===== config.mk =====
export PLATFORM = sky130hd
export DESIGN_NAME = kab_mdu
export DESIGN_NICKNAME = d
export VERILOG_FILES = /design/src/hw/rtl/kab_pkg.sv /design/src/hw/rtl/kab_mdu.sv
export SDC_FILE = /design/constraint.sdc
export NUM_CORES = 2
export LEC_CHECK = 0
export BUFFER_PORTS_ARGS = -buffer_cell sky130_fd_sc_hd__buf_2
export CELL_PAD_IN_SITES_DETAIL_PLACEMENT = 0
export CELL_PAD_IN_SITES_GLOBAL_PLACEMENT = 1
export CORE_MARGIN = 5
export CORE_UTILIZATION = 50
export CTS_CLUSTER_DIAMETER = 60
export DETAILED_ROUTE_END_ITERATION = 7
export PLACE_DENSITY_LB_ADDON = 0.1
export SLEW_MARGIN = 20
export SYNTH_ARGS = -nofsm -noshare
export SYNTH_HDL_FRONTEND = slang
export SYNTH_SLANG_ARGS = --single-unit

===== constraint.sdc =====
create_clock -name clk_i -period 12.2 [get_ports clk_i]
set_input_delay 1.83 -clock clk_i [delete_from_list [all_inputs] [get_ports clk_i]]
set_output_delay 1.83 -clock clk_i [all_outputs]
set_load 0.05 [all_outputs]

===== src/hw/rtl/kab_pkg.sv =====
// Package for the angle/bias Kalman filter: register map, reset values,
// shared-unit request/response structs and saturation helpers. No dependencies.
package kab_pkg;

  localparam int unsigned PADDR_W = 4;

  localparam logic [1:0] REG_Q_ANGLE = 2'd0;
  localparam logic [1:0] REG_Q_BIAS  = 2'd1;
  localparam logic [1:0] REG_R_MEAS  = 2'd2;

  localparam logic [31:0] Q_ANGLE_RST = 32'd4294967;
  localparam logic [31:0] Q_BIAS_RST  = 32'd12884902;
  localparam logic [31:0] R_MEAS_RST  = 32'd128849019;

  typedef struct packed {
    logic [31:0] q_angle;
    logic [31:0] q_bias;
    logic [31:0] r_meas;
  } kab_cfg_t;

  typedef struct packed {
    logic               start;
    logic               is_div;
    logic               sh32;
    logic signed [63:0] a;
    logic signed [63:0] b;
  } kab_mdu_req_t;

  typedef struct packed {
    logic               done;
    logic signed [63:0] res;
  } kab_mdu_rsp_t;

  function automatic logic signed [31:0] sat32(input logic signed [65:0] v);
    if (v[65:31] == {35{v[65]}}) begin
      return v[31:0];
    end
    return v[65] ? {1'b1, 31'b0} : {1'b0, {31{1'b1}}};
  endfunction

  function automatic logic signed [47:0] sat48(input logic signed [65:0] v);
    if (v[65:47] == {19{v[65]}}) begin
      return v[47:0];
    end
    return v[65] ? {1'b1, 47'b0} : {1'b0, {47{1'b1}}};
  endfunction

endpackage


===== src/hw/rtl/kab_mdu.sv =====
// Shared multiply/divide unit: 64x16 digit-serial multiply with floor shift
// and clamp, and 80-step restoring Q32 division with saturation. Depends on kab_pkg.
module kab_mdu import kab_pkg::*; (
  input  logic         clk_i,
  input  logic         rst_ni,
  input  kab_mdu_req_t req_i,
  output kab_mdu_rsp_t rsp_o
);

  typedef enum logic [2:0] {MD_IDLE, MD_MUL, MD_MFIN, MD_DIV, MD_DFIN} md_state_e;

  localparam logic [127:0] MAG_LIM = 128'd1 << 62;
  localparam logic [79:0]  DIV_LIM = (80'd1 << 47) - 80'd1;

  md_state_e          state_q;
  logic               sh32_q;
  logic               neg_q;
  logic [63:0]        ma_q;
  logic [63:0]        mb_q;
  logic [127:0]       acc_q;
  logic [6:0]         cnt_q;
  logic [63:0]        rem_q;
  logic [79:0]        quo_q;
  logic [79:0]        dvd_q;
  logic               done_q;
  logic signed [63:0] res_q;

  logic [63:0]  ma_w;
  logic [63:0]  mb_w;
  logic [79:0]  part_w;
  logic [127:0] rnd_w;
  logic [127:0] q_w;
  logic [63:0]  qc_w;
  logic [64:0]  r2_w;
  logic         ge_w;
  logic         dsat_w;
  logic [63:0]  dmag_w;

  assign ma_w   = req_i.a[63] ? 64'(-req_i.a) : 64'(req_i.a);
  assign mb_w   = req_i.b[63] ? 64'(-req_i.b) : 64'(req_i.b);
  assign part_w = 80'(ma_q) * 80'(mb_q[{cnt_q[1:0], 4'b0} +: 16]);

  always_comb begin
    rnd_w = acc_q;
    if (neg_q) begin
      rnd_w = acc_q + (sh32_q ? 128'h0FFFF_FFFF : 128'h0FFFF);
    end
    q_w  = sh32_q ? (rnd_w >> 32) : (rnd_w >> 16);
    qc_w = (q_w > MAG_LIM) ? MAG_LIM[63:0] : q_w[63:0];
  end

  assign r2_w   = {rem_q, dvd_q[79]};
  assign ge_w   = r2_w >= {1'b0, mb_q};
  assign dsat_w = quo_q > DIV_LIM;
  assign dmag_w = dsat_w ? (neg_q ? 64'd1 << 47 : 64'(DIV_LIM)) : quo_q[63:0];

  assign rsp_o.done = done_q;
  assign rsp_o.res  = res_q;

  always_ff @(posedge clk_i or negedge rst_ni) begin
    if (!rst_ni) begin
      state_q <= MD_IDLE;
      done_q  <= 1'b0;
      sh32_q  <= 1'b0;
      neg_q   <= 1'b0;
      ma_q    <= '0;
      mb_q    <= '0;
      acc_q   <= '0;
      cnt_q   <= '0;
      rem_q   <= '0;
      quo_q   <= '0;
      dvd_q   <= '0;
      res_q   <= '0;
    end else begin
      done_q <= 1'b0;
      case (state_q)
        MD_IDLE: begin
          if (req_i.start) begin
            neg_q  <= req_i.a[63] ^ req_i.b[63];
            sh32_q <= req_i.sh32;
            ma_q   <= ma_w;
            mb_q   <= mb_w;
            acc_q  <= '0;
            rem_q  <= '0;
            quo_q  <= '0;
            dvd_q  <= {ma_w[47:0], 32'b0};
            if (req_i.is_div) begin
              cnt_q   <= 7'd79;
              state_q <= MD_DIV;
            end else begin
              cnt_q   <= 7'd3;
              state_q <= MD_MUL;
            end
          end
        end
        MD_MUL: begin
          acc_q <= (acc_q << 16) + 128'(part_w);
          cnt_q <= cnt_q - 7'd1;
          if (cnt_q == 7'd0) begin
            state_q <= MD_MFIN;
          end
        end
        MD_MFIN: begin
          res_q   <= neg_q ? -$signed(qc_w) : $signed(qc_w);
          done_q  <= 1'b1;
          state_q <= MD_IDLE;
        end
        MD_DIV: begin
          dvd_q <= dvd_q << 1;
          if (ge_w) begin
            rem_q <= 64'(r2_w - {1'b0, mb_q});
            quo_q <= {quo_q[78:0], 1'b1};
          end else begin
            rem_q <= r2_w[63:0];
            quo_q <= {quo_q[78:0], 1'b0};
          end
          cnt_q <= cnt_q - 7'd1;
          if (cnt_q == 7'd0) begin
            state_q <= MD_DFIN;
          end
        end
        MD_DFIN: begin
          res_q   <= neg_q ? -$signed(dmag_w) : $signed(dmag_w);
          done_q  <= 1'b1;
          state_q <= MD_IDLE;
        end
        default: state_q <= MD_IDLE;
      endcase
    end
  end

endmodule


# ---- After elaboration in Yosys (flattened, before gate mapping)
# Cells that the tools add are included.
dict set report word_totals {
  ff_bits 557
  elab_cells 76
}
dict set report classes {
  addsub 8
  multipliers 1
  magnitude_cmp 3
  eq_ne 7
  shift 1
  mux 30
  n_bitwise 1
  n_reduce_logical 13
}
# operator count
set op_table {}
lappend op_table {{2-to-1 mux 64 bit} 8}
lappend op_table {{one-hot mux 80 bit (2 select lines)} 2}
lappend op_table {{2-to-1 mux 128 bit} 2}
lappend op_table {{negation 64 bit} 4}
lappend op_table {{one-hot mux 128 bit (2 select lines)} 1}
lappend op_table {{one-hot mux 64 bit (2 select lines)} 2}
lappend op_table {{2-to-1 mux 80 bit} 2}
lappend op_table {{adder 128 x 32 -> 128 bit} 1}
lappend op_table {{adder 128 x 80 -> 128 bit} 1}
lappend op_table {{greater-than comparator 112 x 63 -> 1 bit (second input constant)} 1}
lappend op_table {{2-to-1 mux 112 bit} 1}
lappend op_table {{greater-than comparator 80 x 47 -> 1 bit (second input constant)} 1}
lappend op_table {{multiplier 64 x 16 -> 80 bit} 1}
lappend op_table {{greater-or-equal comparator 65 x 64 -> 1 bit} 1}
lappend op_table {{indexed part select 64 x 7 -> 16 bit} 1}
lappend op_table {{subtractor 64 bit} 1}
lappend op_table {{2-to-1 mux 48 bit} 1}
lappend op_table {{2-to-1 mux 32 bit} 1}
lappend op_table {{2-to-1 mux 7 bit} 2}
lappend op_table {{one-hot mux 7 bit (2 select lines)} 1}
lappend op_table {{2-to-1 mux 3 bit} 3}
lappend op_table {{one-hot mux 3 bit (3 select lines)} 1}
lappend op_table {{AND reduction 2 bit} 4}
lappend op_table {{nonzero test 2 bit} 4}
lappend op_table {{12 further kinds} 17}

# ---- Depth between registers and ports, before layout
dict set report depth {
  ltp_word 9
  ltp_mapped 35
  mapped_depth_nobuf 30
}

# ---- Worst setup path before layout
# Ideal clock, no wire load.
dict set report synth_timing {
  path_type {register -> register}
  start {register cnt_q[0]}
  end {register acc_q[117]}
  arrival_ps 8498
  required_ps 12078
  slack_ps 3581
  stages_incl_launch_ff 33
  n_path_buf 4
  period_less_slack_ps 8619
  path_cell_list {dfrtp_1 clkbuf_1 mux4_2 clkbuf_1 clkbuf_1 and2_1 fa_1 inv_1 fa_1 fa_1 inv_1 fa_1 fa_1 inv_1 fa_1 inv_1 ha_1 clkbuf_1 and3_1 nand4_1 nor4b_1 nand3_1 nor3_1 o32ai_1 a21oi_1 a21oi_1 a21oi_1 a21oi_1 o21ai_0 a21oi_1 nor3_1 nand2_1 a32o_1}
}
dict set report synth_via {
  elab_chain_cells 4
}
# item line_no
set synth_lines {}
lappend synth_lines {{start, declared} kab_mdu.sv:21} ;# logic [6:0] cnt_q;
lappend synth_lines {{start signal, assigned} kab_mdu.sv:98} ;# cnt_q <= cnt_q - 7'd1;
lappend synth_lines {{start signal, assigned} kab_mdu.sv:117} ;# cnt_q <= cnt_q - 7'd1;
lappend synth_lines {{indexed part select 64 x 7 -> 16 bit} kab_mdu.sv:41} ;# assign part_w = 80'(ma_q) * 80'(mb_q[{cnt_q[1:0], 4'b0} +: 16]);
lappend synth_lines {{multiplier 64 x 16 -> 80 bit} kab_mdu.sv:41}
lappend synth_lines {{adder 128 x 80 -> 128 bit} kab_mdu.sv:97} ;# acc_q <= (acc_q << 16) + 128'(part_w);
lappend synth_lines {{one-hot mux 128 bit (2 select lines)} kab_mdu.sv:76} ;# case (state_q)
lappend synth_lines {{end signal, assigned} kab_mdu.sv:97}
lappend synth_lines {{end, declared} kab_mdu.sv:20} ;# logic [127:0] acc_q;
# No other way between the ends.
# A chain may end at the register's enable or synchronous reset.

# ---- Final worst setup path
dict set report layout_timing {
  start {register cnt_q[0]}
  end {register acc_q[122]}
}
# The elaborated chain is that of the path after synthesis.

==> results by stage <==
Drt:
- Across all layers, the routed design uses between 60k and 70k vias.
- The number of nets with antenna violations after detailed routing is 0.
- The first-iteration detailed-routing DRC count is between 6k and 7k.
- For this run, design rule violations remaining after detail routing come to 0.
- The first-pass detailed-route iteration total is 6.
- The final routed wire length divided by cell count is between 20 and 30 um.
- Wires add up to 260000 um.
- The average via count per standard cell is a little over 6.

Global routing:
- The initial antenna violation count is 6.
- The global-route usage over all layers is between 30% and 40%.
- The first global-routing pass estimated 397000 um of wire.
- The number of global-route vias before repair is just over 60k.
- For this run the aggregate overflow at the end of global routing stands at 0.
- The largest net degree at the start of global routing is ~190.

CTS:
- TritonCTS created between 70 and 80 clock buffers.
- The H-tree level count is 3.
- The worst-case clock buffer depth is 3.
- The hold-fix buffer count after cts is 0.
- Once the clock tree was built, the resizer swapped 0 gates to a different size.
- The post-CTS setup repair buffer count is 0.
- The master cell of the clock root buffer is sky130_fd_sc_hd__clkbuf_16.
- Clock-pin slew was measured on the worst setup and hold paths at roughly 0.060 ns.
- The total number of clock tree sinks is between 500 and 600.
- The clock reaches the later pin of the worst-skew pair after roughly 0.7 ns.
- TritonCTS built the clock tree.

Die:
- The die area is roughly 150000 sq um.
- Once the floorplan was initialized, standard cells occupied 50.1% of the core.
- The width of the die is between 300 and 400 um.
- The floorplan step set the die height to about 390 um.
- In this run the count of I/O pins placed on the die edge is slightly below 200.
- In this run the standard cell core region covers 141000 sq um.
- The number of cell rows is between 100 and 150.

Synth:
- The unique cell type count in the Yosys netlist is 96.
- The register area share after synthesis is a little under a fifth.
- The synthesized design spends more area on one cell type than any other, namely sky130_fd_sc_hd__fa_1.
- For this run, the leading register cell type out of synthesis is sky130_fd_sc_hd__dfrtp_1.
- Dividing the synthesized area by the synthesized cell count gives 8.35 sq um.
- Counting flops with a built-in enable in the synthesized netlist gives 0.
- The number of nets in the synthesized netlist is 9786.
- The async set or reset register ratio after synthesis is 100%.
- After synthesis, the largest area contributor takes up approximately a quarter of total cell area.
- The cell area that synthesis handed to floorplanning was 70700 sq um.
- The post-synthesis sequential element count is about 530.
- By area the synthesized netlist is led by sky130_fd_sc_hd__fa_1 (26%), sky130_fd_sc_hd__dfrtp_1 (19%), sky130_fd_sc_hd__inv_1 (6.9%).
- The number of synthesis warnings is 0.
- The gate count after technology mapping is approximately 8.5k.

Setup path:
- In this run the worst path has a maximum fanout of 28.
- The dominant cell type by count on the critical path is sky130_fd_sc_hd__fa_1.
- STA classifies the critical path startpoint as a flop.
- Among all stages on the critical path, the largest delay is contributed by sky130_fd_sc_hd__dfrtp_1.
- The critical path required time is 12.75 ns.
- For this run, the slowest stage of the critical path takes approximately 0.9 ns.
- STA classifies the critical path endpoint as a flop.
- The startpoint-to-endpoint class of the critical path is reg -> reg.
- The critical path data arrival time is ~12 ns.

Timing:
- The sum of negative setup slack is 0 ns.
- The number of failing hold endpoints at the final stage is 0.
- The clock arrives with between 0.07 and 0.08 ns of skew.
- Across all hold checks on the routed design, the worst slack comes to ~0.48 ns.
- The top achievable clock speed is between 80 and 90 MHz.
- The headroom to the max-slew limit is 16.9%.
- The count of pins over their slew limit is 0.
- At the pin with the least slew margin, the transition time is 1.23 ns.
- Setup repair after global routing left no endpoint under its margin.
- The share of the clock period used by the worst path after layout is between 90% and 100%.
- The number of endpoints failing setup at the final stage is 0.
- The time the worst path needs with I/O delays and setup is about 11 ns.

Finish:
- The fraction of layout cells with a size suffix above 1 is roughly 6.8%.
- The layout overhead on the synthesized area is 7.44%.
- The number of nets in the finished design is around 9.7k.

Power and ir drop:
- Power spread over the standard cell area amounts to between 50 and 60 nW/um^2.
- The worst vdd rail ir drop is approximately 0.13 mV.
- The analysis attributes to cell leakage a power of 36.7 nW.

Placed design:
- Once detailed placement completed, the half-perimeter wirelength came to roughly 200000 um.
- Routability-driven placement finished with a final weighted congestion of a little under 1.
- The count of port buffers added during placement is 197.

Run:
- Max-cap violations in this run came to 0.

Hold path:
- The worst min-delay path class is reg -> reg.

Outcome:
- The flow ran to the end, and the final reports show no timing, DRC or antenna violations.
==> placed cells by master (no fill, tap or decap), drive strengths merged, types with 75 or more instances in the layout <==
cell / count
inv: 1320
nand2: 1253
fa: 931
o21ai: 548
dfrtp: 525
and2: 398
nor2: 321
a21oi: 311
buf: 307
ha: 254
xor2: 252
nand3: 162
a21o: 158
xnor2: 140
a22o: 131
nor3: 111
clkbuf: 93
nand4: 89
nor4: 75
==> power by group <==
group	leakage, nW	internal (mW)	switching, mW
Combinational	29.0	0.0428	0.102
Clock	1.33	1.44	1.00
Sequential	6.35	1.74	0
Total	36.7	3.23	1.10
==> synth_stat cells, drive strengths merged, types with 131 or more instances <==
| cell type | n |
|---|---|
| nand3 | 162 |
| nand2 | 1253 |
| o21ai | 548 |
| a22o | 131 |
| nor2 | 321 |
| inv | 1307 |
| a21o | 158 |
| dfrtp | 525 |
| a21oi | 311 |
| and2 | 398 |
| clkbuf | 466 |
| xor2 | 252 |
| ha | 254 |
| xnor2 | 140 |
| fa | 931 |
==> worst paths after layout <==
kind,depth (start not counted),slack [ns],from,to
max in group asynchronous,3,8.65,rst_ni,acc_q[11]
worst min-delay path,1,0.48,cnt_q[5],cnt_q[5]
worst max register to register,29,0.93,cnt_q[0],acc_q[122]
min in group asynchronous,1,1.12,rst_ni,rem_q[33]
worst max-delay path,29,0.93,cnt_q[0],acc_q[122]
worst min register to register,1,0.48,cnt_q[5],cnt_q[5]
==> kinds of logic (layout without fill, tap and decap cells) <==
logic type | count (synthesis) | after routing | share of synthesized area [%]
AO/OA/AOI/OAI | 1706 | 1706 | 15.8
XOR/XNOR | 392 | 392 | 4.86
adder cells (fa/ha/maj) | 1185 | 1185 | 30.9
buffers and inverters | 1814 | 1758 | 9.67
flip-flops | 525 | 525 | 18.6
multiplexers | 60 | 60 | 1.16
other | 0 | 3 | 0
AND/OR/NAND/NOR | 2786 | 2786 | 19.0
==> stage by stage <==
step                      setup WS, ns  std cells  utilization, %  power [mW]  instance area (sq um)
final                            0.926      10305            53.8        4.33                  75900
after global routing             0.501      10304            53.8        4.46                  75900
after CTS                         1.10      10302            53.8        4.38                  75900
after detailed placement          1.14      10158            51.8        1.92                  73100
after global placement            1.33      10158            51.8        1.92                  73100
after floorplan                   3.58       8468               -        1.82                  70700
==> critical path, delay by kind of cell, from the launching register on <==
| family | cells | cell delay (ns) |
|---|---|---|
| adders and majority gates | 7 | 3.53 |
| AOI/OAI and AO/OA | 7 | 2.21 |
| and+or+nand+nor | 6 | 1.82 |
| buffers and inverters | 7 | 1.34 |
| DFF | 1 | 0.92 |
| muxes | 1 | 0.92 |
| xor gates and xnor gates | 1 | 0.26 |
==> flip-flops by register name, summed over array words and instances (netlist names), 7 cells and up <==
name,count
dvd_q,48
acc_q,128
ma_q,64
cnt_q,7
quo_q,80
res_q,64
rem_q,64
mb_q,64
==> per-layer routing <==
metal | vias up | share of wire [%] | routed length (um) | GRT usage [%]
li1 | 27502 | - | - | -
met1 | 31625 | 43 | 112000 | 49.8
met2 | 2652 | 45 | 116000 | 54.4
met3 | 419 | 9.2 | 23800 | 7.81
met4 | 0 | 3.3 | 8520 | 10.2
met5 | - | 0 | 0 | 0
==> area by class of cell <==
class	count	area (sq um)
tap	1890	2360
multi-input combinational	6129	50800
fill	13478	65100
clock inverter	51	703
antenna	3	7.51
inverter	1307	4910
timing repair buffer	307	1880
sequential	525	13100
clock buffer	93	2110
(Power assumes the default switching activity.)
