`config.mk`:
```
export PLATFORM = sky130hd
export DESIGN_NAME = kab_core_flat
export DESIGN_NICKNAME = d
export VERILOG_FILES = /design/src/hw/rtl/kab_pkg.sv /design/src/hw/rtl/kab_item_if.sv /design/src/hw/rtl/kab_result_if.sv /design/src/hw/rtl/kab_core.sv /design/src/flat_wrapper.sv
export SDC_FILE = /design/constraint.sdc
export NUM_CORES = 2
export LEC_CHECK = 0
export BUFFER_PORTS_ARGS = -buffer_cell sky130_fd_sc_hd__buf_2
export CORE_ASPECT_RATIO = 0.6
export CORE_UTILIZATION = 35
export CTS_CLUSTER_SIZE = 30
export DETAILED_ROUTE_END_ITERATION = 7
export PLACE_DENSITY_LB_ADDON = 0.1
export SLEW_MARGIN = 20
export SYNTH_ARGS = -nofsm -noshare
export SYNTH_HDL_FRONTEND = slang
export SYNTH_SLANG_ARGS = --single-unit
```
`constraint.sdc`:
```
create_clock -name clk_i -period 6 [get_ports clk_i]
set_clock_uncertainty 0.15 [all_clocks]
set_input_delay 0.6 -clock clk_i [delete_from_list [all_inputs] [get_ports clk_i]]
set_output_delay 0.6 -clock clk_i [all_outputs]
set_load 0.02 [all_outputs]
```
`src/hw/rtl/kab_pkg.sv`:
```
// Package for the angle/bias Kalman filter: register map, reset values,
// shared-unit request/response structs and saturation helpers. No dependencies.
package kab_pkg;

  localparam int unsigned PADDR_W = 4;

  localparam logic [1:0] REG_Q_ANGLE = 2'd0;
  localparam logic [1:0] REG_Q_BIAS  = 2'd1;
  localparam logic [1:0] REG_R_MEAS  = 2'd2;

  localparam logic [31:0] Q_ANGLE_RST = 32'd4294967;
  localparam logic [31:0] Q_BIAS_RST  = 32'd12884902;
  localparam logic [31:0] R_MEAS_RST  = 32'd128849019;

  typedef struct packed {
    logic [31:0] q_angle;
    logic [31:0] q_bias;
    logic [31:0] r_meas;
  } kab_cfg_t;

  typedef struct packed {
    logic               start;
    logic               is_div;
    logic               sh32;
    logic signed [63:0] a;
    logic signed [63:0] b;
  } kab_mdu_req_t;

  typedef struct packed {
    logic               done;
    logic signed [63:0] res;
  } kab_mdu_rsp_t;

  function automatic logic signed [31:0] sat32(input logic signed [65:0] v);
    if (v[65:31] == {35{v[65]}}) begin
      return v[31:0];
    end
    return v[65] ? {1'b1, 31'b0} : {1'b0, {31{1'b1}}};
  endfunction

  function automatic logic signed [47:0] sat48(input logic signed [65:0] v);
    if (v[65:47] == {19{v[65]}}) begin
      return v[47:0];
    end
    return v[65] ? {1'b1, 47'b0} : {1'b0, {47{1'b1}}};
  endfunction

endpackage

```
`src/hw/rtl/kab_item_if.sv`:
```
// Input channel of the angle/bias Kalman filter: valid/ready plus sample word.
// No dependencies.
interface kab_item_if;
  logic               valid;
  logic               ready;
  logic signed [31:0] measured_angle;
  logic signed [31:0] measured_rate;
  logic        [15:0] time_step;

  modport source (output valid, measured_angle, measured_rate, time_step, input ready);
  modport sink   (input valid, measured_angle, measured_rate, time_step, output ready);
endinterface

```
`src/hw/rtl/kab_result_if.sv`:
```
// Output channel of the angle/bias Kalman filter: valid/ready plus angle word.
// No dependencies.
interface kab_result_if;
  logic               valid;
  logic               ready;
  logic signed [31:0] filtered_angle;

  modport source (output valid, filtered_angle, input ready);
  modport sink   (input valid, filtered_angle, output ready);
endinterface

```
`src/hw/rtl/kab_core.sv`:
```
// Sequencer and state of the angle/bias Kalman filter; issues every product
// and quotient to the shared unit. Depends on kab_pkg and the channel interfaces.
module kab_core import kab_pkg::*; (
  input  logic                clk_i,
  input  logic                rst_ni,
  input  kab_cfg_t            cfg_i,
  kab_item_if.sink            item_i,
  kab_result_if.source        result_o,
  output kab_mdu_req_t        req_o,
  input  kab_mdu_rsp_t        rsp_i
);

  typedef enum logic [3:0] {
    ST_IDLE, ST_RATE, ST_PRED_M, ST_PRED_T, ST_PRED_QB, ST_GAIN_S, ST_DIV_K0,
    ST_DIV_K1, ST_COR_A, ST_COR_B, ST_COV_BA, ST_COV_BB, ST_COV_AA, ST_COV_AB,
    ST_OUT
  } state_e;

  state_e             state_q;
  logic               issued_q;
  logic signed [31:0] z_q;
  logic signed [31:0] w_q;
  logic        [15:0] dt_q;
  logic signed [31:0] ang_q;
  logic signed [31:0] bias_q;
  logic signed [47:0] paa_q;
  logic signed [47:0] pab_q;
  logic signed [47:0] pba_q;
  logic signed [47:0] pbb_q;
  logic signed [63:0] m_q;
  logic signed [63:0] s_q;
  logic signed [47:0] k0_q;
  logic signed [47:0] k1_q;
  logic signed [32:0] y_q;
  logic               out_vld_q;
  logic signed [31:0] out_ang_q;

  logic signed [31:0] rate_w;
  logic signed [65:0] t_w;
  logic signed [65:0] s_w;
  logic signed [65:0] res_w;
  logic               op_w;

  assign rate_w = sat32(66'(w_q) - 66'(bias_q));
  assign t_w    = 66'(m_q) - 66'(pab_q) - 66'(pba_q) + $signed(66'(cfg_i.q_angle));
  assign s_w    = 66'(paa_q) + $signed(66'(cfg_i.r_meas));
  assign res_w  = 66'(rsp_i.res);

  assign item_i.ready            = (state_q == ST_IDLE);
  assign result_o.valid          = out_vld_q;
  assign result_o.filtered_angle = out_ang_q;

  always_comb begin
    op_w       = 1'b1;
    req_o.is_div = 1'b0;
    req_o.sh32   = 1'b0;
    req_o.a      = '0;
    req_o.b      = '0;
    case (state_q)
      ST_RATE:    begin req_o.a = 64'(dt_q); req_o.b = 64'(rate_w); end
      ST_PRED_M:  begin req_o.a = 64'(dt_q); req_o.b = 64'(pbb_q); end
      ST_PRED_T:  begin req_o.a = 64'(dt_q); req_o.b = $signed(t_w[63:0]); end
      ST_PRED_QB: begin req_o.a = 64'(cfg_i.q_bias); req_o.b = 64'(dt_q); end
      ST_DIV_K0:  begin req_o.is_div = 1'b1; req_o.a = 64'(paa_q); req_o.b = s_q; end
      ST_DIV_K1:  begin req_o.is_div = 1'b1; req_o.a = 64'(pba_q); req_o.b = s_q; end
      ST_COR_A:   begin req_o.sh32 = 1'b1; req_o.a = 64'(k0_q); req_o.b = 64'(y_q); end
      ST_COR_B:   begin req_o.sh32 = 1'b1; req_o.a = 64'(k1_q); req_o.b = 64'(y_q); end
      ST_COV_BA:  begin req_o.sh32 = 1'b1; req_o.a = 64'(k1_q); req_o.b = 64'(paa_q); end
      ST_COV_BB:  begin req_o.sh32 = 1'b1; req_o.a = 64'(k1_q); req_o.b = 64'(pab_q); end
      ST_COV_AA:  begin req_o.sh32 = 1'b1; req_o.a = 64'(k0_q); req_o.b = 64'(paa_q); end
      ST_COV_AB:  begin req_o.sh32 = 1'b1; req_o.a = 64'(k0_q); req_o.b = 64'(pab_q); end
      default:    op_w = 1'b0;
    endcase
    req_o.start = op_w & ~issued_q;
  end

  always_ff @(posedge clk_i or negedge rst_ni) begin
    if (!rst_ni) begin
      state_q   <= ST_IDLE;
      issued_q  <= 1'b0;
      z_q       <= '0;
      w_q       <= '0;
      dt_q      <= '0;
      ang_q     <= '0;
      bias_q    <= '0;
      paa_q     <= '0;
      pab_q     <= '0;
      pba_q     <= '0;
      pbb_q     <= '0;
      m_q       <= '0;
      s_q       <= '0;
      k0_q      <= '0;
      k1_q      <= '0;
      y_q       <= '0;
      out_vld_q <= 1'b0;
      out_ang_q <= '0;
    end else begin
      if (out_vld_q && result_o.ready) begin
        out_vld_q <= 1'b0;
      end
      if (req_o.start) begin
        issued_q <= 1'b1;
      end
      if (rsp_i.done) begin
        issued_q <= 1'b0;
      end
      case (state_q)
        ST_IDLE: begin
          if (item_i.valid) begin
            z_q     <= item_i.measured_angle;
            w_q     <= item_i.measured_rate;
            dt_q    <= item_i.time_step;
            state_q <= ST_RATE;
          end
        end
        ST_RATE: begin
          if (rsp_i.done) begin
            ang_q   <= sat32(66'(ang_q) + res_w);
            state_q <= ST_PRED_M;
          end
        end
        ST_PRED_M: begin
          if (rsp_i.done) begin
            m_q     <= rsp_i.res;
            state_q <= ST_PRED_T;
          end
        end
        ST_PRED_T: begin
          if (rsp_i.done) begin
            paa_q   <= sat48(66'(paa_q) + res_w);
            pab_q   <= sat48(66'(pab_q) - 66'(m_q));
            pba_q   <= sat48(66'(pba_q) - 66'(m_q));
            state_q <= ST_PRED_QB;
          end
        end
        ST_PRED_QB: begin
          if (rsp_i.done) begin
            pbb_q   <= sat48(66'(pbb_q) + res_w);
            state_q <= ST_GAIN_S;
          end
        end
        ST_GAIN_S: begin
          s_q <= $signed(s_w[63:0]);
          y_q <= 33'(z_q) - 33'(ang_q);
          if (s_w == '0) begin
            k0_q    <= '0;
            k1_q    <= '0;
            state_q <= ST_COR_A;
          end else begin
            state_q <= ST_DIV_K0;
          end
        end
        ST_DIV_K0: begin
          if (rsp_i.done) begin
            k0_q    <= rsp_i.res[47:0];
            state_q <= ST_DIV_K1;
          end
        end
        ST_DIV_K1: begin
          if (rsp_i.done) begin
            k1_q    <= rsp_i.res[47:0];
            state_q <= ST_COR_A;
          end
        end
        ST_COR_A: begin
          if (rsp_i.done) begin
            ang_q   <= sat32(66'(ang_q) + res_w);
            state_q <= ST_COR_B;
          end
        end
        ST_COR_B: begin
          if (rsp_i.done) begin
            bias_q  <= sat32(66'(bias_q) + res_w);
            state_q <= ST_COV_BA;
          end
        end
        ST_COV_BA: begin
          if (rsp_i.done) begin
            pba_q   <= sat48(66'(pba_q) - res_w);
            state_q <= ST_COV_BB;
          end
        end
        ST_COV_BB: begin
          if (rsp_i.done) begin
            pbb_q   <= sat48(66'(pbb_q) - res_w);
            state_q <= ST_COV_AA;
          end
        end
        ST_COV_AA: begin
          if (rsp_i.done) begin
            paa_q   <= sat48(66'(paa_q) - res_w);
            state_q <= ST_COV_AB;
          end
        end
        ST_COV_AB: begin
          if (rsp_i.done) begin
            pab_q   <= sat48(66'(pab_q) - res_w);
            state_q <= ST_OUT;
          end
        end
        ST_OUT: begin
          if (!out_vld_q || result_o.ready) begin
            out_vld_q <= 1'b1;
            out_ang_q <= ang_q;
            state_q   <= ST_IDLE;
          end
        end
        default: state_q <= ST_IDLE;
      endcase
    end
  end

endmodule

```
`src/flat_wrapper.sv`:
```
// flat-port wrapper written by rule: the top's interface ports become plain ports
module kab_core_flat import kab_pkg::*;
  (clk_i, rst_ni, cfg_i, req_o, rsp_i, item_i_valid, item_i_measured_angle, item_i_measured_rate, item_i_time_step, item_i_ready, result_o_valid, result_o_filtered_angle, result_o_ready);
  kab_item_if item_i_i ();
  kab_result_if result_o_i ();
  input  logic clk_i;
  input  logic rst_ni;
  input  kab_cfg_t cfg_i;
  output kab_mdu_req_t req_o;
  input  kab_mdu_rsp_t rsp_i;
  input wire logic [$bits(item_i_i.valid)-1:0] item_i_valid;
  input wire logic [$bits(item_i_i.measured_angle)-1:0] item_i_measured_angle;
  input wire logic [$bits(item_i_i.measured_rate)-1:0] item_i_measured_rate;
  input wire logic [$bits(item_i_i.time_step)-1:0] item_i_time_step;
  output wire logic [$bits(item_i_i.ready)-1:0] item_i_ready;
  output wire logic [$bits(result_o_i.valid)-1:0] result_o_valid;
  output wire logic [$bits(result_o_i.filtered_angle)-1:0] result_o_filtered_angle;
  input wire logic [$bits(result_o_i.ready)-1:0] result_o_ready;
  assign item_i_i.valid = item_i_valid;
  assign item_i_i.measured_angle = item_i_measured_angle;
  assign item_i_i.measured_rate = item_i_measured_rate;
  assign item_i_i.time_step = item_i_time_step;
  assign item_i_ready = item_i_i.ready;
  assign result_o_valid = result_o_i.valid;
  assign result_o_filtered_angle = result_o_i.filtered_angle;
  assign result_o_i.ready = result_o_ready;
  kab_core u_core (.clk_i(clk_i), .rst_ni(rst_ni), .cfg_i(cfg_i), .item_i(item_i_i), .result_o(result_o_i), .req_o(req_o), .rsp_i(rsp_i));
endmodule
```
# Word level (Yosys, flattened, before mapping)
# Index checks and enable logic that the tools add are counted.
[totals]
regBits = 631
in_bits = 245
out_inout_bits = 165
word_cells = 214
[classes]
addsub = 16
eq_ne = 40
muxes = 110
bitwise_logic = 2
reduce_logical = 28
[ops]
columns = ["cell", "n"]
rows = [
  ["two-way mux 48 bit", 34],
  ["one-hot mux 128 bit (12 select lines)", 1],
  ["one-hot mux 48 bit (2 select lines)", 6],
  ["subtractor 48 x 64 -> 65 bit", 6],
  ["two-way mux 32 bit", 12],
  ["equality test 18 bit", 8],
  ["adder 32 x 64 -> 65 bit", 2],
  ["adder 48 x 64 -> 65 bit", 2],
  ["subtractor 64 x 48 -> 64 bit", 2],
  ["equality test 34 bit", 3],
  ["zero test 66 bit", 1],
  ["subtractor 32 x 32 -> 33 bit", 2],
  ["adder 64 x 33 -> 64 bit", 1],
  ["one-hot mux 32 bit (2 select lines)", 1],
  ["two-way mux 4 bit", 15],
  ["one-hot mux 4 bit (15 select lines)", 1],
  ["adder 48 x 33 -> 49 bit", 1],
  ["two-way mux 1 bit", 40],
  ["equality test 4 bit, second input constant", 7],
  ["!= test 2 bit, second input constant", 13],
  ["AND reduction 3 bit", 7],
  ["equality test 4 x 3 -> 1 bit, second input constant", 4],
  ["nonzero test 2 bit", 8],
  ["AND reduction 14 bit", 1],
  ["13 further kinds", 18],
]

# Depth between registers and ports, before layout
[logic_depth]
depth_word = 8
mapped_depth = 27
depth_no_buf = 26

# Least setup slack after synthesis
# OpenSTA, ideal clock, no wires.
[synth_path]
path_kind = "input -> output"
start = "input cfg_i[64] in the netlist's numbering"
end = "output req_o[60] in the netlist's numbering"
arrival_time_ps = 5822
t_required_ps = 5250
path_slack_ps = -572
cell_stages = 22
n_path_buf = 0
cell_sequence = "fa_1 > inv_1 > fa_1 > inv_1 > ha_1 > fa_1 > a21o_1 > a21oi_1 > o21ai_0 > a41oi_1 > o31ai_1 > a32o_1 > a31oi_1 > o21a_1 > o21a_1 > o211ai_1 > o211ai_1 > o21ai_0 > or4_1 > a31oi_1 > xnor2_1 > o21ai_0"
[synth_lines]
columns = ["item", "line", "text"]
rows = [
  ["start, declared", "flat_wrapper.sv:8", "input kab_cfg_t cfg_i;"],
  ["end, declared", "flat_wrapper.sv:9", "output kab_mdu_req_t req_o;"],
]

==> results.py <==
metrics = {
    "die": {
        "rows": 135,
        "die_x_um": 618,
        "die_height_um": 371,
        "dieArea_um2": 230000,
        "num_io_pins": 410,
        "core_um2": 226000,
        "start_util_pct": 35.3,
    },
    "global_routing": {
        "grt_start_max_net_pins": 136,
        "antenna_found_initial": 29,
        "grt_pass1_vias": 84800,
        "grt_pass1_wl_um": 616000,
        "grt_usage_pct": 36.9,
        "gr-total-overflow": 0,
    },
    "detailed_routing": {
        "drtIter0Drc": 10400,
        "wirelength_um": 441000,
        "via_per_inst": 6.02,
        "drtPass1Iterations": 8,
        "route.detailed.drc": 0,
        "num_vias": 91000,
        "wl_per_cell_um": 29.2,
        "ant_nets": 0,
    },
    "cells_and_area": {
        "seqCellArea_um2": 15400,
        "fin_area_um2": 102000,
        "nFillCells": 22700,
        "nets": 13200,
        "multi_input_area_um2": 61600,
        "drive_gt1_share_pct": 22.6,
        "syn_to_final_growth_pct": 28.5,
    },
    "sta": {
        "tns_ps": -45100,
        "tightest_slew_ps": 1300,
        "period_share_pct": 114,
        "setup_viol": 66,
        "slew_violations": 0,
        "max-slew-margin-rel_pct": 13.3,
        "rsz0062_at_grt": "yes",
        "setup_slack_ps": -858,
        "hold_viol_final": 0,
        "fmax_ghz": 0.146,
        "min_period_ps": 6860,
    },
    "clocking": {
        "cts.sinks": 616,
        "htree_levels": 3,
        "root_buffer": "clkbuf_16",
        "numCtsBuffers": 76,
        "cts.clk_slew.worst_paths_ps": 70,
        "cts_buffer_depth": 3,
        "clk-insertion-delay-late_ps": 710,
        "tritoncts": "yes",
    },
    "placement": {
        "dp_hpwl_um": 366000,
        "place_congestion": 1.04,
        "placed_cell_area_um2": 95900,
        "portBuffers": 409,
        "place_ws_ps": -1060,
    },
    "critical_path": {
        "crit_fanout": 6,
        "crit_path_end": "req_o[19]",
        "reg2reg_to": "u_core.pba_q[43]",
        "endpoint_kind": "primary output",
        "rrSetupSlack_ps": 50,
        "startpoint_type": "flip-flop",
        "cp_slowest_cell": "o41a_1",
        "crit_type": "flip-flop to primary output",
        "critPathBufInv": 6,
        "rr_startpoint": "u_core.pba_q[1]",
        "r2r_cells": 25,
        "path_depth": 27,
        "cpLargestDelayFamily": "compound AO/OA/AOI/OAI gates",
        "cp_slowest_stage_delay_ps": 390,
        "worstPathRequired_ps": 5250,
        "arrival_ps": 6110,
        "crit_start": "u_core.w_q[0]",
    },
    "logic_synthesis": {
        "synthCells": 10400,
        "yosys-top-cells-area": "dfrtp_1 19%, ha_1 13%, a21oi_1 6.7%",
        "ys_warn_count": 0,
        "yosys.area.top_type": "dfrtp_1",
        "synth_nets": 11600,
        "syn_avg_cell_area_um2": 7.68,
        "synth_edf_count": 0,
        "ys_seq_area_share_pct": 19.4,
        "synth_seq_cells": 616,
        "synth_area_um2": 79600,
        "synthArstFlopShare_pct": 100,
        "synthFlopType": "dfrtp_1",
        "yosysUniqueCellTypes": 115,
        "synth_top_area_share_pct": 19.4,
    },
    "min_path": {
        "hold_start": "item_i_measured_rate[19]",
        "holdCritPathClass": "primary input to flip-flop",
    },
    "run": {
        "cap_viol_max_count": 0,
    },
    "outcome": {
        "status": "finished with violations",
        "failed_checks": "negative setup slack",
    },
}
## registers in the layout, summed over array words and instances, names as in the netlist, 33 cells and up
name          flops
u_core.m_q       64
u_core.s_q       49
u_core.k0_q      48
u_core.k1_q      48
u_core.paa_q     48
u_core.pab_q     48
u_core.pba_q     48
u_core.pbb_q     48
u_core.y_q       33
## stage by stage
stage / hold slack [ps] / cells / utilization (%)
after floorplan: 154 / 10400 / -
after global placement: 310 / 14800 / 42.5
after detailed placement: 313 / 14800 / 42.5
after CTS: 2.37 / 15100 / 44.8
after global routing: 16.3 / 15100 / 45.3
final: 27.6 / 15100 / 45.3
## worst min-delay path by stage
stage                 endpoint  slack [ps]  depth (start not counted)
2_1_floorplan  u_core.ang_q[0]         150                          0
3_3_place_gp    u_core.s_q[14]         310                          2
3_5_place_dp    u_core.s_q[11]         310                          2
4_1_cts        u_core.dt_q[12]           2                          2
5_1_grt         u_core.w_q[19]          20                          2
6_report        u_core.w_q[19]          30                          2
## cells by family after synthesis
group | synth area share, %
AOI/OAI and AO/OA | 31.2
xor gates and xnor gates | 7.30
adders and majority gates | 15.8
buffers and inverters | 5.78
DFF | 19.4
muxes | 2.44
and+or+nand+nor | 18.1
## routing by layer
metal / wire (um) / track usage (%)
met1: 211000 / 56.8
met2: 162000 / 47.7
met3: 55400 / 12.3
met4: 12500 / 9.13
met5: 8 / 0
## worst register-to-register path, delay by kind of cell (launching register included)
kind | cells | cell delay, ps
AO/OA/AOI/OAI | 9 | 1780
XOR/XNOR | 1 | 310
adder cells (fa/ha/maj) | 1 | 270
buffers and inverters | 8 | 1470
flip-flops | 1 | 410
AND/OR/NAND/NOR | 6 | 1420
## repair_timing
action                                 CTS  global route
setup endpoints to repair              267           382
cloned                                   7             1
hold buffers                            71             0
pin swaps                               69            56
resized for setup                      319           197
endpoints found under the hold margin  126             0
setup buffers                           69            31
## area by class of cell
cell class	count	share of cell area [%]
multi-input combinational	8585	60.2
timing repair buffer	2124	16.1
sequential	616	15.1
tap	3014	3.68
inverter	623	2.29
clock buffer	94	2.03
clock inverter	42	0.587
antenna	19	0.0465
## synth_stat cells (28+ instances only)
| cell type | number |
|---|---|
| o2111ai_1 | 41 |
| a31oi_1 | 99 |
| ha_1 | 834 |
| o21ai_1 | 52 |
| mux2_2 | 122 |
| nor4_1 | 100 |
| buf_2 | 42 |
| and2_1 | 69 |
| o31ai_1 | 96 |
| xnor2_1 | 452 |
| a21o_1 | 391 |
| o21bai_1 | 180 |
| a22o_1 | 66 |
| nor3_1 | 226 |
| a2111oi_0 | 31 |
| or2_2 | 33 |
| nor2b_1 | 101 |
| nand3_1 | 224 |
| a21oi_1 | 1073 |
| o21a_1 | 97 |
| o21ai_0 | 664 |
| buf_1 | 31 |
| inv_1 | 618 |
| o221ai_1 | 28 |
| a21oi_2 | 32 |
| nand4_1 | 166 |
| o211ai_1 | 77 |
| fa_1 | 108 |
| a221o_1 | 48 |
| a221oi_1 | 70 |
| xor2_1 | 212 |
| a211oi_1 | 109 |
| nand2b_1 | 103 |
| a21boi_0 | 36 |
| nand2_1 | 1023 |
| dfrtp_1 | 616 |
| a222oi_1 | 39 |
| or3_1 | 67 |
| and3_1 | 88 |
| o22ai_1 | 81 |
| a22oi_1 | 176 |
| mux2i_1 | 57 |
| clkbuf_1 | 445 |
| nor3_2 | 30 |
| nor2_1 | 674 |
## cells in the final DEF (no fill, tap or decap), types with 215 or more instances in the layout
master | Yosys | layout
a21o_1 | 391 | 390
a21oi_1 | 1073 | 1046
buf_2 | 42 | 345
buf_4 | 17 | 1554
dfrtp_1 | 616 | 612
ha_1 | 834 | 825
inv_1 | 618 | 609
nand2_1 | 1023 | 1010
nand3_1 | 224 | 215
nor2_1 | 674 | 652
nor3_1 | 226 | 215
o21ai_0 | 664 | 613
xnor2_1 | 452 | 447
Power is not shown: default switching activity piles up to over one toggle a cycle in this logic, so the estimate is an artifact.
